[src/hdl/rpsb_pkg.sv]
// rpsb_pkg: shared types and codes for the regex position set builder
// used by every module in hdl/, depends on nothing
package rpsb_pkg;

  localparam int unsigned MaxNodes = 32;
  // store depth is fixed by the 32 bit set masks
  localparam int unsigned NodeCap  = (MaxNodes < 32) ? MaxNodes : 32;
  localparam int unsigned SetW     = 32;
  localparam int unsigned IdxW     = 5;
  localparam int unsigned CntW     = 6;

  // node type codes
  localparam logic [2:0] TypeEnd    = 3'd0;
  localparam logic [2:0] TypeLeaf   = 3'd1;
  localparam logic [2:0] TypeAlt    = 3'd2;
  localparam logic [2:0] TypeConcat = 3'd3;
  localparam logic [2:0] TypeStar   = 3'd4;
  localparam logic [2:0] TypeOpt    = 3'd5;
  localparam logic [2:0] TypePlus   = 3'd6;
  localparam logic [2:0] TypeBad    = 3'd7;

  // result kind codes
  localparam logic [1:0] KindNode   = 2'd0;
  localparam logic [1:0] KindFollow = 2'd1;
  localparam logic [1:0] KindError  = 2'd2;

  typedef struct packed {
    logic            nul;
    logic [SetW-1:0] first;
    logic [SetW-1:0] last;
  } node_rec_t;

  // follow update: every row whose bit is set in rows gains add
  typedef struct packed {
    logic            en;
    logic [SetW-1:0] rows;
    logic [SetW-1:0] add;
  } follow_upd_t;

endpackage

[src/hdl/rpsb_follow_table.sv]
// rpsb_follow_table: follow rows in flops, parallel or-update, row readout
// cleared at the end of a readout and at reset; depends on rpsb_pkg
module rpsb_follow_table
  import rpsb_pkg::*;
(
  input  logic            clk_i,
  input  logic            rst_ni,
  input  follow_upd_t     upd_i,
  input  logic            clear_i,
  input  logic [IdxW-1:0] rd_idx_i,
  output logic [SetW-1:0] rd_row_o
);

  logic [SetW-1:0] row_q [NodeCap];

  always_ff @(posedge clk_i or negedge rst_ni) begin
    if (!rst_ni) begin
      for (int p = 0; p < NodeCap; p++) row_q[p] <= '0;
    end else if (clear_i) begin
      for (int p = 0; p < NodeCap; p++) row_q[p] <= '0;
    end else if (upd_i.en) begin
      for (int p = 0; p < NodeCap; p++) begin
        if (upd_i.rows[p]) row_q[p] <= row_q[p] | upd_i.add;
      end
    end
  end

  assign rd_row_o = row_q[rd_idx_i];

endmodule

[config.mk]
export PLATFORM = sky130hd
export DESIGN_NAME = rpsb_follow_table
export DESIGN_NICKNAME = d
export VERILOG_FILES = /design/src/hdl/rpsb_pkg.sv /design/src/hdl/rpsb_follow_table.sv
export SDC_FILE = /design/constraint.sdc
export NUM_CORES = 2
export LEC_CHECK = 0
export BUFFER_PORTS_ARGS = -buffer_cell sky130_fd_sc_hd__buf_2
export CAP_MARGIN = 10
export CORE_UTILIZATION = 28
export CTS_CLUSTER_SIZE = 40
export DETAILED_ROUTE_END_ITERATION = 10
export HOLD_SLACK_MARGIN = 0.03
export PLACE_DENSITY_LB_ADDON = 0.2
export SETUP_SLACK_MARGIN = 0.15
export SLEW_MARGIN = 20
export SYNTH_ARGS = -nofsm -noshare
export SYNTH_HDL_FRONTEND = slang
export SYNTH_SLANG_ARGS = --single-unit
[constraint.sdc]
create_clock -name clk_i -period 1.7 [get_ports clk_i]
set_input_delay 0 -clock clk_i [delete_from_list [all_inputs] [get_ports clk_i]]
set_output_delay 0 -clock clk_i [all_outputs]
set_load 0.005 [all_outputs]
==> flow_summary.toml <==
[place]
hpwlAfterDp_um = 88900
port_buffers = 104
dp.cells = 6645
finalWeightedCongestion = 0.761
place_ws_ns = -0.163

[power_and_ir_drop]
leakage_nw = 25.6
power_density_nw_per_um2 = 1070
irDropWorstVdd_v = 0.000783
finalPower_mw = 58.3

[synth]
synthTopCellsByCount = "1120 x a21oi_1, 1025 x nor2_1, 1024 x dfrtp_1"
async_flop_share_pct = 100
synth_cells = 4603
synth_area_sq_um = 45100
ys_warn_count = 0
synth_cell_type_count = 21
syn_area_per_cell_sq_um = 9.79
ys_ff_latch = 1024
yosys-top-cells-area = "dfrtp_1 57%, a21oi_1 12%, mux2i_1 11%, nor2_1 8.5%, clkbuf_1 2.3%"
synth_fp_nets = 4676
synth_edf_count = 0
synth_top_area_share_pct = 56.8
yosysSeqAreaShare_pct = 56.8
synth-main-ff-cell = "dfrtp_1"
post-synth-top-count-cell = "a21oi_1"
yosys.area.top_type = "dfrtp_1"

[die]
die_w_um = 403
die_h_um = 403
initial_core_util_pct = 28.3
num_io_pins = 105
num_rows = 146
core-area_sq_um = 159000
die_area_sq_um = 163000

[routing]
via_count = 35000
wl_per_cell_um = 23.1
wl_um = 160000
dr.pass1.iters = 5
viasPerCell = 5.04
drt_iter0_markers = 2999
drc = 0
ant_nets = 0

[cts]
tritoncts = "built"
clockBufferDepth = 3
htree_num_levels = 3
cts_sinks = 1024
clk_latency_ns = 0.74
cts_buffers = 112
clkTransAtPathRegs_ns = 0.06
ctsRootBufferMaster = "clkbuf_16"

[worst_setup_path]
crit_chain = "mux2i_1 -> a22o_1 -> nor3_2 -> a31oi_1 -> nand3_1 -> buf_2"
crit_path_start_kind = "register"
slowest_stage = "dfrtp_1"
worstSetupPathType = "register to primary output"
cp_top_family = "compound AO/OA/AOI/OAI gates"
worstPathMaxFanout = 2
critPathArrivalTime_ns = 2.11
critPathRequiredTime_ns = 1.70
crit_buf_inv = 1
max_stage_delay_ns = 0.38
cp-end-kind = "primary output"

[outcome]
violations = "negative setup slack"
status = "complete, but fails checks"

[global_route]
grt_max_degree = 116
grt-ovfl-total = 0
grt_antenna_before_repair = 14
grt_pass1_vias = 35300
grt_pass1_wl_um = 239000
grt.total_usage_pct = 19.4

[timing]
hold_violations = 0
worst_slack_ns = -0.415
slew_violations = 0
period_minus_slack_ns = 2.11
rsz0062_at_grt = "true"
fmax_mhz = 473
final-setup-viol-count = 32
fin_crit_sh_pct = 124
skew_ns = 0
worst_pin_slew_ns = 1.09
relSlewSlack_pct = 27.7

[flow_run]
maxCapViolations = 0

[min_path]
min_path_type = "input pin to register"

[finish]
largestRegisters = "row_q (1024)"
nets = 4778
multi_input_area_sq_um = 17600
areaGrowthSynthToFinish_pct = 21.4
top_register = "row_q"
largest_reg_flops = 1024
instances_no_fill = 6943
layout-drive-gt1-share_pct = 13.1
regArea_sq_um = 25600
fill_cells = 16300
==> worst paths after layout <==
| path | slack, ns | cells past startpoint | from | to |
|---|---|---|---|---|
| min in group asynchronous | 0.59 | 3 | rst_ni | row_q[350] |
| worst min register to register | 0.49 | 2 | row_q[358] | row_q[358] |
| worst max-delay path | -0.41 | 6 | row_q[822] | rd_row_o[22] |
| worst max register to register | 0.49 | 3 | row_q[50] | row_q[50] |
| worst min-delay path | 0.22 | 3 | clear_i | row_q[522] |
| max in group asynchronous | 0.32 | 4 | rst_ni | row_q[554] |
==> through the flow <==
step	instance area (sq um)	TNS [ns]	hold WS (ns)	utilization, %
6_report	54700	-10.56	0.218	34.4
5_1_grt	54700	-13.98	0.218	34.4
4_1_cts	54500	-13.51	0.171	34.3
3_5_place_dp	49900	-0.496	-0.0466	31.4
3_3_place_gp	49900	-0.579	-0.0467	31.4
2_1_floorplan	45100	0	-0.296	-
==> report_power, final <==
part,internal [mW],switching [mW]
Clock,14.1,10.4
Sequential,25.6,0.667
Combinational,2.80,4.77
Total,42.5,15.8
==> cells in the final DEF (no fill, tap or decap), types with 2 or more instances in the layout <==
cell            instances
nor2b_4                 2
buf_4                 133
nand3_4                 2
nor2_1               1024
clkinv_2               22
clkbuf_8               34
dlygate4sd3_1          76
buf_6                   5
and2_4                  3
and2_2                 30
a22o_1                 64
nand2b_2                2
bufinv_16               3
a31oi_2                 7
nor3_1                 23
a21oi_1              1120
clkbuf_1               24
buf_2                  97
mux2i_1               508
a31oi_1                25
a22oi_1                96
clkbuf_16             114
nand3_2                11
diode_2                 5
dfrtp_1              1024
nand3_1                83
buf_12                137
nor3_2                  9
nand2_1                96
mux2i_2                 4
buf_8                   3
clkinv_8                3
dlymetal6s4s_1          3
==> routing by layer <==
metal / share of wire (%) / vias up / track usage [%]
met2: 45 / 905 / 30.2
met4: 2.2 / 4 / 5.11
met1: 48 / 17900 / 28.1
met5: 0.010 / - / 0
li1: - / 16000 / -
met3: 5.2 / 219 / 2.75
==> worst min-delay path: cells and delay by family <==
| kind | cells | cell delay (ns) |
|---|---|---|
| buffers and inverters | 2 | 0.78 |
| and+or+nand+nor | 1 | 0.12 |
==> final cells by class <==
type | count | share of cell area [%]
diodes | 5 | 0.0229
clock buffers | 171 | 6.19
clock inverters | 30 | 0.526
multi-input cells | 3112 | 32.1
flip-flops and latches | 1024 | 46.8
well taps | 2146 | 4.91
repair buffers | 455 | 9.42
==> kinds of logic (layout without fill, tap and decap cells) <==
family | count (synthesis) | count (layout) | share of synthesized area [%]
AND/OR/NAND/NOR | 1288 | 1288 | 11.3
AO/OA/AOI/OAI | 1312 | 1312 | 15.7
buffers and inverters | 467 | 656 | 4.77
other | 0 | 5 | 0
flip-flops | 1024 | 1024 | 56.8
multiplexers | 512 | 512 | 11.4
==> repair_timing <==
item                                   4_1_cts  5_1_grt
cloned                                       0        1
setup buffers                                2       10
hold buffers                                80        0
gates resized for setup                     26       21
setup endpoints to repair                   32      504
endpoints found under the hold margin     2048        0
pin swaps                                   26       36
Note: power is estimated with default switching activity, not from simulation.
