<file path="src/hdl/rpsb_pkg.sv">
// rpsb_pkg: shared types and codes for the regex position set builder
// used by every module in hdl/, depends on nothing
package rpsb_pkg;

  localparam int unsigned MaxNodes = 32;
  // store depth is fixed by the 32 bit set masks
  localparam int unsigned NodeCap  = (MaxNodes < 32) ? MaxNodes : 32;
  localparam int unsigned SetW     = 32;
  localparam int unsigned IdxW     = 5;
  localparam int unsigned CntW     = 6;

  // node type codes
  localparam logic [2:0] TypeEnd    = 3'd0;
  localparam logic [2:0] TypeLeaf   = 3'd1;
  localparam logic [2:0] TypeAlt    = 3'd2;
  localparam logic [2:0] TypeConcat = 3'd3;
  localparam logic [2:0] TypeStar   = 3'd4;
  localparam logic [2:0] TypeOpt    = 3'd5;
  localparam logic [2:0] TypePlus   = 3'd6;
  localparam logic [2:0] TypeBad    = 3'd7;

  // result kind codes
  localparam logic [1:0] KindNode   = 2'd0;
  localparam logic [1:0] KindFollow = 2'd1;
  localparam logic [1:0] KindError  = 2'd2;

  typedef struct packed {
    logic            nul;
    logic [SetW-1:0] first;
    logic [SetW-1:0] last;
  } node_rec_t;

  // follow update: every row whose bit is set in rows gains add
  typedef struct packed {
    logic            en;
    logic [SetW-1:0] rows;
    logic [SetW-1:0] add;
  } follow_upd_t;

endpackage

</file>
<file path="src/hdl/rpsb_node_store.sv">
// rpsb_node_store: per-node nullable/first/last memory, two registered reads
// write-through on a same-edge write; depends on rpsb_pkg
module rpsb_node_store
  import rpsb_pkg::*;
(
  input  logic            clk_i,
  input  logic            we_i,
  input  logic [IdxW-1:0] waddr_i,
  input  node_rec_t       wdata_i,
  input  logic            re_i,
  input  logic [IdxW-1:0] raddr_l_i,
  input  logic [IdxW-1:0] raddr_r_i,
  output node_rec_t       rdata_l_o,
  output node_rec_t       rdata_r_o
);

  node_rec_t mem_q [NodeCap];
  node_rec_t rd_l_q;
  node_rec_t rd_r_q;

  always_ff @(posedge clk_i) begin
    if (we_i) begin
      mem_q[waddr_i] <= wdata_i;
    end
  end

  // a child written at the same edge comes straight from the write data
  always_ff @(posedge clk_i) begin
    if (re_i) begin
      rd_l_q <= (we_i && waddr_i == raddr_l_i) ? wdata_i : mem_q[raddr_l_i];
      rd_r_q <= (we_i && waddr_i == raddr_r_i) ? wdata_i : mem_q[raddr_r_i];
    end
  end

  assign rdata_l_o = rd_l_q;
  assign rdata_r_o = rd_r_q;

endmodule

</file>
<file path="config.mk">
export PLATFORM = sky130hd
export DESIGN_NAME = rpsb_node_store
export DESIGN_NICKNAME = d
export VERILOG_FILES = /design/src/hdl/rpsb_pkg.sv /design/src/hdl/rpsb_node_store.sv
export SDC_FILE = /design/constraint.sdc
export NUM_CORES = 2
export LEC_CHECK = 0
export ABC_CLOCK_PERIOD_IN_PS = 8200
export BUFFER_PORTS_ARGS = -buffer_cell sky130_fd_sc_hd__buf_2
export CORE_MARGIN = 5
export CORE_UTILIZATION = 65
export DETAILED_ROUTE_END_ITERATION = 10
export MAX_ROUTING_LAYER = met4
export PLACE_DENSITY_LB_ADDON = 0.1
export SETUP_SLACK_MARGIN = 0.1
export SLEW_MARGIN = 15
export SYNTH_ARGS = -nofsm -noshare
export SYNTH_HDL_FRONTEND = slang
export SYNTH_SLANG_ARGS = --single-unit
</file>
<file path="constraint.sdc">
create_clock -name clk_i -period 8.2 [get_ports clk_i]
set_input_delay 1.64 -clock clk_i [delete_from_list [all_inputs] [get_ports clk_i]]
set_output_delay 1.64 -clock clk_i [all_outputs]
set_load 0.005 [all_outputs]
</file>
==> results.json <==
{
  "status": "completed",
  "slew_headroom_pct": 13.8,
  "core_area_um2": 152000,
  "finalSetupViolations": 0,
  "end_kind": "register",
  "cts_tree": "done",
  "fin_hold_ws_ps": 961,
  "drive_gt1_share_pct": 34.7,
  "antenna_found_initial": 16,
  "synth_edf_count": 2210,
  "grt_pass1_wl_um": 427000,
  "synth.distinct_cells": 50,
  "timing.final.hold_violations": 0,
  "multi_input_area_um2": 31500,
  "start_util_pct": 65.6,
  "required_ps": 8890,
  "routed-via-count": 58200,
  "clkLatencyLatePin_ps": 850,
  "dieArea_um2": 162000,
  "cts_buffer_depth": 3,
  "total_power_mw": 24.6,
  "grt_usage_pct": 38.7,
  "routabilityCongestion": 0.837,
  "cp_max_fo": 30,
  "postCtsSetupBuffers": 0,
  "final_common_cell": "edfxtp_1",
  "crit_buf_inv": 3,
  "rsz0062_at_grt": "false",
  "avgViaCountPerCell": 7.93,
  "numClockSinks": 2210,
  "p_per_area_nw_per_um2": 223,
  "drtAntennaViolNets": 0,
  "maxCapViolations": 0,
  "num_io_pins": 213,
  "crit_type": "input pin to register",
  "max_freq_mhz": 225,
  "syn_nets": 5025,
  "cts_resized": 0,
  "rows": 143,
  "grt_overflow": 0,
  "synth_area_um2": 99900,
  "design_area_um2": 110000,
  "yosys_most_used_dff": "edfxtp_1",
  "portBuffers": 212,
  "place_area_um2": 103000,
  "worst_pin_slew_ps": 1290,
  "cts_hold_buf": 0,
  "cp_slowest_cell": "buf_4",
  "ff_latch_area_um2": 66400,
  "hp-class": "register to register",
  "finalCritPeriodShare_pct": 54.3,
  "fin_util_pct": 72.2,
  "final.min_clock_period_ps": 4450,
  "dp_hpwl_um": 158000,
  "wl_per_cell_um": 41.1,
  "ys_seq_area_share_pct": 66.4,
  "yosys_warnings": 0,
  "syn_avg_cell_area_um2": 20.2,
  "grt_max_degree": 114,
  "path_cells": "buf_4 > buf_4 > or3_4 > buf_4 > o22ai_1 > or4_1 > o21ai_0",
  "layout_common_cells": "edfxtp_1, mux4_2, o22ai_1",
  "ir_drop_v": 0.000220,
  "die_h_um": 402,
  "setup_tns_ps": 0,
  "htreeDepth": 4,
  "n_fill_cell": 8910,
  "cp_data_arrival_time_ps": 5140,
  "p_leak_nw": 34.5,
  "cts-buffers-inserted": 219,
  "slowest_delay_ps": 710,
  "crit_family": "buffers and inverters",
  "crit_top_cell": "buf_4",
  "skew_ps": 27.9,
  "clkSlewWorstSetupHoldPaths_ps": 60,
  "ys_ff_latch": 2210,
  "cp-start-kind": "input pin",
  "area_delta_synth_final_pct": 10.1,
  "synth_cells": 4942,
  "drt_iter0_drc": 9627,
  "drv_slew": 0,
  "die_w_um": 402,
  "dr.pass1.iters": 6,
  "wirelength_um": 302000,
  "grt_pass1_vias": 58200,
  "fin_nets": 5196,
  "post-route-drc-count": 0,
  "async_flop_share_pct": 0,
  "root_buffer": "clkbuf_16"
}
-- worst register-to-register path, stage by stage, from the launching register on --
cell      delay (ps)
edfxtp_1         420
mux4_2           490
nand2b_1         160
a221oi_1         580
nor2_1            80
a22o_1           230
-- power breakdown --
part | internal (mW) | total, mW | switching [mW]
combinational | 0.776 | 1.91 | 1.13
sequential | 12.7 | 12.8 | 0.110
clock | 5.61 | 9.87 | 4.26
total | 19.0 | 24.6 | 5.50
-- worst paths after layout --
path | startpoint | end | slack, ps | cells after the start
worst min-delay path | mem_q[20][57] | rdata_l_o[57] | 960 | 4
worst min register to register | mem_q[20][57] | rdata_l_o[57] | 960 | 4
worst max register to register | mem_q[14][57] | rdata_l_o[57] | 5970 | 5
worst max-delay path | raddr_l_i[2] | rdata_l_o[24] | 3750 | 7
-- metal layers --
| layer | wire length (um) | GRT usage (%) | vias to the layer above |
|---|---|---|---|
| met3 | 46900 | 11.7 | 845 |
| met1 | 104000 | 54.1 | 30300 |
| met4 | 12900 | 14.0 | 0 |
| met5 | 0 | - | - |
| met2 | 138000 | 55.4 | 5139 |
| li1 | - | - | 22000 |
-- stage by stage --
stage | worst slack (ps) | instances
floorplan | 2540 | 4942
global placement | 3170 | 6921
detailed placement | 3130 | 6922
CTS | 4050 | 7328
global route | 3800 | 7338
finish | 3750 | 7342
-- kinds of logic after synthesis --
family	synth area share [%]
AOI/OAI and AO/OA	4.48
xor gates and xnor gates	0.0877
buffers and inverters	2.38
DFF	66.4
muxes	24.3
and+or+nand+nor	2.33
-- layout make-up --
class	instances	area share (%)
Sequential cell	2210	60.3
Multi-Input combinational cell	2324	28.7
Clock buffer	263	5.21
Tap cell	2030	2.31
Timing Repair Buffer	354	2.30
Clock inverter	143	1.14
Antenna cell	14	0.0318
Inverter	4	0.0136
-- registers in the layout (all words and copies together), names as in the netlist --
signal,flops
mem_q,2080
rdata_l_o,65
rdata_r_o,65
-- cell usage after synthesis (3+ instances only) --
master,number,area [um2]
a2111oi_0,23,201
a211o_1,25,219
a211oi_1,27,203
a221oi_1,10,87.6
a221oi_2,19,285
a22o_1,28,245
a22oi_1,17,128
a2bb2oi_1,3,26.3
a31oi_1,4,25.0
buf_1,25,93.8
buf_2,143,716
buf_4,61,458
buf_6,55,619
clkbuf_1,116,435
edfxtp_1,2210,66400
inv_1,4,15.0
mux2_2,128,1440
mux2i_1,101,1010
mux4_2,970,21800
nand2_1,208,781
nand2b_1,13,81.3
nand3_1,43,215
nand3b_1,8,60.1
nor2_1,44,165
nor2b_1,34,213
nor3b_1,23,173
nor4_1,4,25.0
o2111ai_1,32,280
o21ai_0,119,596
o21ai_1,10,50.1
o22ai_1,330,2060
o32ai_1,4,35.0
or3_1,3,18.8
or4_1,65,488
xor2_1,8,70.1
Note: power is estimated with default switching activity, not from simulation.
