`config.mk`:
```
export PLATFORM = sky130hd
export DESIGN_NAME = rpsb_node_eval
export DESIGN_NICKNAME = d
export VERILOG_FILES = /design/src/hdl/rpsb_pkg.sv /design/src/hdl/rpsb_node_eval.sv
export SDC_FILE = /design/constraint.sdc
export NUM_CORES = 1
export LEC_CHECK = 0
export BUFFER_PORTS_ARGS = -buffer_cell sky130_fd_sc_hd__buf_2
export CAP_MARGIN = 20
export CORE_AREA = 2 2 108 110
export DETAILED_ROUTE_END_ITERATION = 16
export DIE_AREA = 0 0 110 112
export SLEW_MARGIN = 30
export SYNTH_ARGS = -nofsm -noshare
export SYNTH_HDL_FRONTEND = slang
export SYNTH_SLANG_ARGS = --single-unit
```
`constraint.sdc`:
```
create_clock -name vclk -period 1.85
set_input_delay 0.185 -clock vclk [all_inputs]
set_output_delay 0.185 -clock vclk [all_outputs]
set_load 0.005 [all_outputs]
```
`src/hdl/rpsb_pkg.sv`:
```
// rpsb_pkg: shared types and codes for the regex position set builder
// used by every module in hdl/, depends on nothing
package rpsb_pkg;

  localparam int unsigned MaxNodes = 32;
  // store depth is fixed by the 32 bit set masks
  localparam int unsigned NodeCap  = (MaxNodes < 32) ? MaxNodes : 32;
  localparam int unsigned SetW     = 32;
  localparam int unsigned IdxW     = 5;
  localparam int unsigned CntW     = 6;

  // node type codes
  localparam logic [2:0] TypeEnd    = 3'd0;
  localparam logic [2:0] TypeLeaf   = 3'd1;
  localparam logic [2:0] TypeAlt    = 3'd2;
  localparam logic [2:0] TypeConcat = 3'd3;
  localparam logic [2:0] TypeStar   = 3'd4;
  localparam logic [2:0] TypeOpt    = 3'd5;
  localparam logic [2:0] TypePlus   = 3'd6;
  localparam logic [2:0] TypeBad    = 3'd7;

  // result kind codes
  localparam logic [1:0] KindNode   = 2'd0;
  localparam logic [1:0] KindFollow = 2'd1;
  localparam logic [1:0] KindError  = 2'd2;

  typedef struct packed {
    logic            nul;
    logic [SetW-1:0] first;
    logic [SetW-1:0] last;
  } node_rec_t;

  // follow update: every row whose bit is set in rows gains add
  typedef struct packed {
    logic            en;
    logic [SetW-1:0] rows;
    logic [SetW-1:0] add;
  } follow_upd_t;

endpackage

```
`src/hdl/rpsb_node_eval.sv`:
```
// rpsb_node_eval: checks one node and derives its sets and follow update
// purely combinational; depends on rpsb_pkg
module rpsb_node_eval
  import rpsb_pkg::*;
(
  input  logic [2:0]      node_type_i,
  input  logic [IdxW-1:0] left_i,
  input  logic [IdxW-1:0] right_i,
  input  logic [CntW-1:0] count_i,
  input  node_rec_t       rec_l_i,
  input  node_rec_t       rec_r_i,
  output logic            err_o,
  output node_rec_t       rec_o,
  output follow_upd_t     upd_o
);

  logic l_bad;
  logic r_bad;
  logic own_full;

  assign l_bad    = {1'b0, left_i} >= count_i;
  assign r_bad    = {1'b0, right_i} >= count_i;
  assign own_full = count_i >= CntW'(NodeCap);

  always_comb begin
    err_o = own_full;
    case (node_type_i)
      TypeEnd, TypeLeaf:          err_o = own_full;
      TypeAlt, TypeConcat:        err_o = own_full | l_bad | r_bad;
      TypeStar, TypeOpt, TypePlus: err_o = own_full | l_bad;
      TypeBad:                    err_o = 1'b1;
      default:                    err_o = 1'b1;
    endcase
  end

  always_comb begin
    rec_o    = '0;
    upd_o    = '0;
    case (node_type_i)
      TypeEnd, TypeLeaf: begin
        rec_o.first = SetW'(1) << count_i[IdxW-1:0];
        rec_o.last  = SetW'(1) << count_i[IdxW-1:0];
      end
      TypeAlt: begin
        rec_o.nul   = rec_l_i.nul | rec_r_i.nul;
        rec_o.first = rec_l_i.first | rec_r_i.first;
        rec_o.last  = rec_l_i.last | rec_r_i.last;
      end
      TypeConcat: begin
        rec_o.nul   = rec_l_i.nul & rec_r_i.nul;
        rec_o.first = rec_l_i.first | (rec_l_i.nul ? rec_r_i.first : '0);
        rec_o.last  = rec_r_i.last | (rec_r_i.nul ? rec_l_i.last : '0);
        upd_o.en    = 1'b1;
        upd_o.rows  = rec_l_i.last;
        upd_o.add   = rec_r_i.first;
      end
      TypeStar, TypePlus: begin
        rec_o.nul   = (node_type_i == TypeStar) | rec_l_i.nul;
        rec_o.first = rec_l_i.first;
        rec_o.last  = rec_l_i.last;
        upd_o.en    = 1'b1;
        upd_o.rows  = rec_l_i.last;
        upd_o.add   = rec_l_i.first;
      end
      TypeOpt: begin
        rec_o.nul   = 1'b1;
        rec_o.first = rec_l_i.first;
        rec_o.last  = rec_l_i.last;
      end
      default: begin
        rec_o = '0;
      end
    endcase
  end

endmodule

```
==> results.md <==
- Run status: complete, no violations
- Ports: 280
- Endpoints failing setup: 0
- Hold WC Path Type: input port to output port
- Worst-path fanout max: 31
- Gr usage total: 19.4%
- Final #Nets: 740
- WL final: 13,200 um
- WS Path Type: input port to output port
- Hold Path End: upd_o[63]
- Most frequent cells in the layout: 280 x buf_2, 35 x a22o_1, 34 x and2_1
- PortBufs: 280
- Largest net degree at the start of global routing: 33
- Layout cells sized above 1: 54.7%
- Wirelength per Cell: 18.3 um
- Endpoints failing hold: 0
- Largest stage delay on the critical path: 0.27 ns
- Global-route wire length before repair: 18,700 um
- CTS Hold Bufs: 0
- Slowest cell on crit path: nor2b_2
- CP Capture Type: output port
- Number of global-route vias before repair: 3,376
- Via density: 4.94
- Final setup TNS: 0 ns
- Post-route ant nets: 0
- Max_cap viols: 0
- GRT overflow: 0
- DIE AREA: 12,300 um^2
- Initial core utilization: 17.4%
- Largest delay contributor family on the critical path: buffers and inverters
- Net count after synthesis: 456
- Yosys warning count: 0
- Sequential share of the synthesized area: 0%
- Clock buf count: 0
- Power, Total: 931 uW
- FF+latch area: 0 um^2
- Max-slew violations: 0
- DRC Markers: 0
- Worst Hold Launch: rec_l_i[31]
- Max IR drop VDD: 0.122 mV
- Required time of the critical path: 1.66 ns
- DR vias: 3,566
- Worst path arrival time: 1.60 ns
- Dpl hpwl: 10,900 um
- Core area: 11,200 um^2
- Starting DRT DRC Count: 226
- Area Growth Syn to Fin: 88.3%
- Cell Rows: 39
- Drt pass-1 iters: 4
- Power Density: 255 nW/um^2
- Crit-path cells: buf_2 > nor2b_2 > nor2b_2 > buf_12 > a21oi_1 > o21ai_0 > buf_2
- Num sequential: 0
- Fmax achieved: 561 MHz
- Die H: 112 um
- Commonest non-fill, non-tap cell in the layout: buf_2
- Leak: 2.09 nW
- Hold path depth: 3
- Worst path buffer plus inverter count: 3
- Fill cell count: 1,270
- Final period util: 96.3%
- Die Span X: 110 um
- Area of the multi-input gates: 1810 um^2
- Worst slew pin tran: 0.531 ns
- Critical Path Source Type: input port
- RSZ-0062 raised after global routing: no
- Clock period minus worst slack: 1.78 ns
- Synth Area per Inst: 6.53 um^2
- Rel. slew slack: 64.6%
- Placer Congestion: 0.814
- Number of unique standard cell types used by synthesis: 36
- Synthesized instance count: 297
- # diodes: 0
- Initial antenna violation count: 0
- Post-Syn Area: 1940 um^2
worst max path at each step:
stage | start | endpoint | slack (ns) | cells after the start
floorplan | count_i[3] | err_o | 0.25 | 7
global placement | node_type_i[1] | rec_o[25] | 0.08 | 7
detailed placement | node_type_i[2] | rec_o[57] | 0.08 | 7
CTS | node_type_i[1] | rec_o[57] | 0.06 | 7
global route | node_type_i[1] | rec_o[54] | 0.02 | 7
finish | node_type_i[1] | rec_o[54] | 0.07 | 7
cell families after synthesis:
group | count (synthesis) | synth area share, %
and+or+nand+nor | 112 | 30.5
muxes | 1 | 0.580
buffers and inverters | 36 | 7.74
adders and majority gates | 10 | 6.45
AOI/OAI and AO/OA | 138 | 54.7
through the flow:
| step | cell area, um^2 | setup WS, ns | hold slack (ns) | std cells | util, % |
|---|---|---|---|---|---|
| 6_report | 3650 | 0.0688 | 0.657 | 722 | 32.7 |
| 5_1_grt | 3650 | 0.0181 | 0.670 | 722 | 32.7 |
| 4_1_cts | 3650 | 0.0623 | 0.654 | 722 | 32.7 |
| 3_5_place_dp | 3650 | 0.0761 | 0.654 | 722 | 32.7 |
| 3_3_place_gp | 3650 | 0.0808 | 0.655 | 722 | 32.7 |
| 2_1_floorplan | 1940 | 0.255 | 0.473 | 297 | - |
power breakdown:
part | switching, mW | internal, mW | total (mW)
Clock | 0 | 0 | 0
Combinational | 0.462 | 0.468 | 0.931
Sequential | 0 | 0 | 0
Total | 0.462 | 0.468 | 0.931
metal layers:
layer | vias to the layer above | part of all wire [%] | wire length (um) | track usage (%)
li1 | 1738 | - | - | -
met1 | 1654 | 43 | 5670 | 24.9
met2 | 168 | 50 | 6630 | 36.4
met3 | 6 | 6.3 | 834 | 1.35
met4 | 0 | 0.59 | 78 | 1.35
met5 | - | 0 | 0 | 0
repair_timing:
item,in CTS,in global routing
setup buffers,0,0
setup endpoints to repair,0,2
gates resized for setup,0,1
hold endpoints to repair,0,0
worst min-delay path, stage by stage:
cell	delay, ns
buf_2	0.08
and2_1	0.10
buf_2	0.10
layout make-up:
cell class         instances  share of cell area (%)
multi-input cells        261                    49.4
well taps                143                    4.90
inverters                  8                   0.822
repair buffers           310                    44.9
cell usage after synthesis (2+ instances only):
library cell  number  area [um^2]
a21o_1             3         22.5
a21oi_1           28          140
a221o_1           33          330
a222oi_1           2         20.0
a22o_1            35          307
a22oi_1            8         60.1
and2_1            34          213
and3_1             2         12.5
buf_2             12         60.1
clkbuf_1          15         56.3
ha_1              10          125
inv_1              8         30.0
nand2_1           18         67.6
nand2b_1           4         25.0
nand3_1            5         25.0
nand4_1            2         12.5
nand4b_1           2         17.5
nor2_1            24         90.1
nor2b_1            7         43.8
nor3_1             8         40.0
o21ai_0           11         55.1
o21bai_1           4         30.0
o22ai_1            9         56.3
Power figures use the tool's default switching activity.
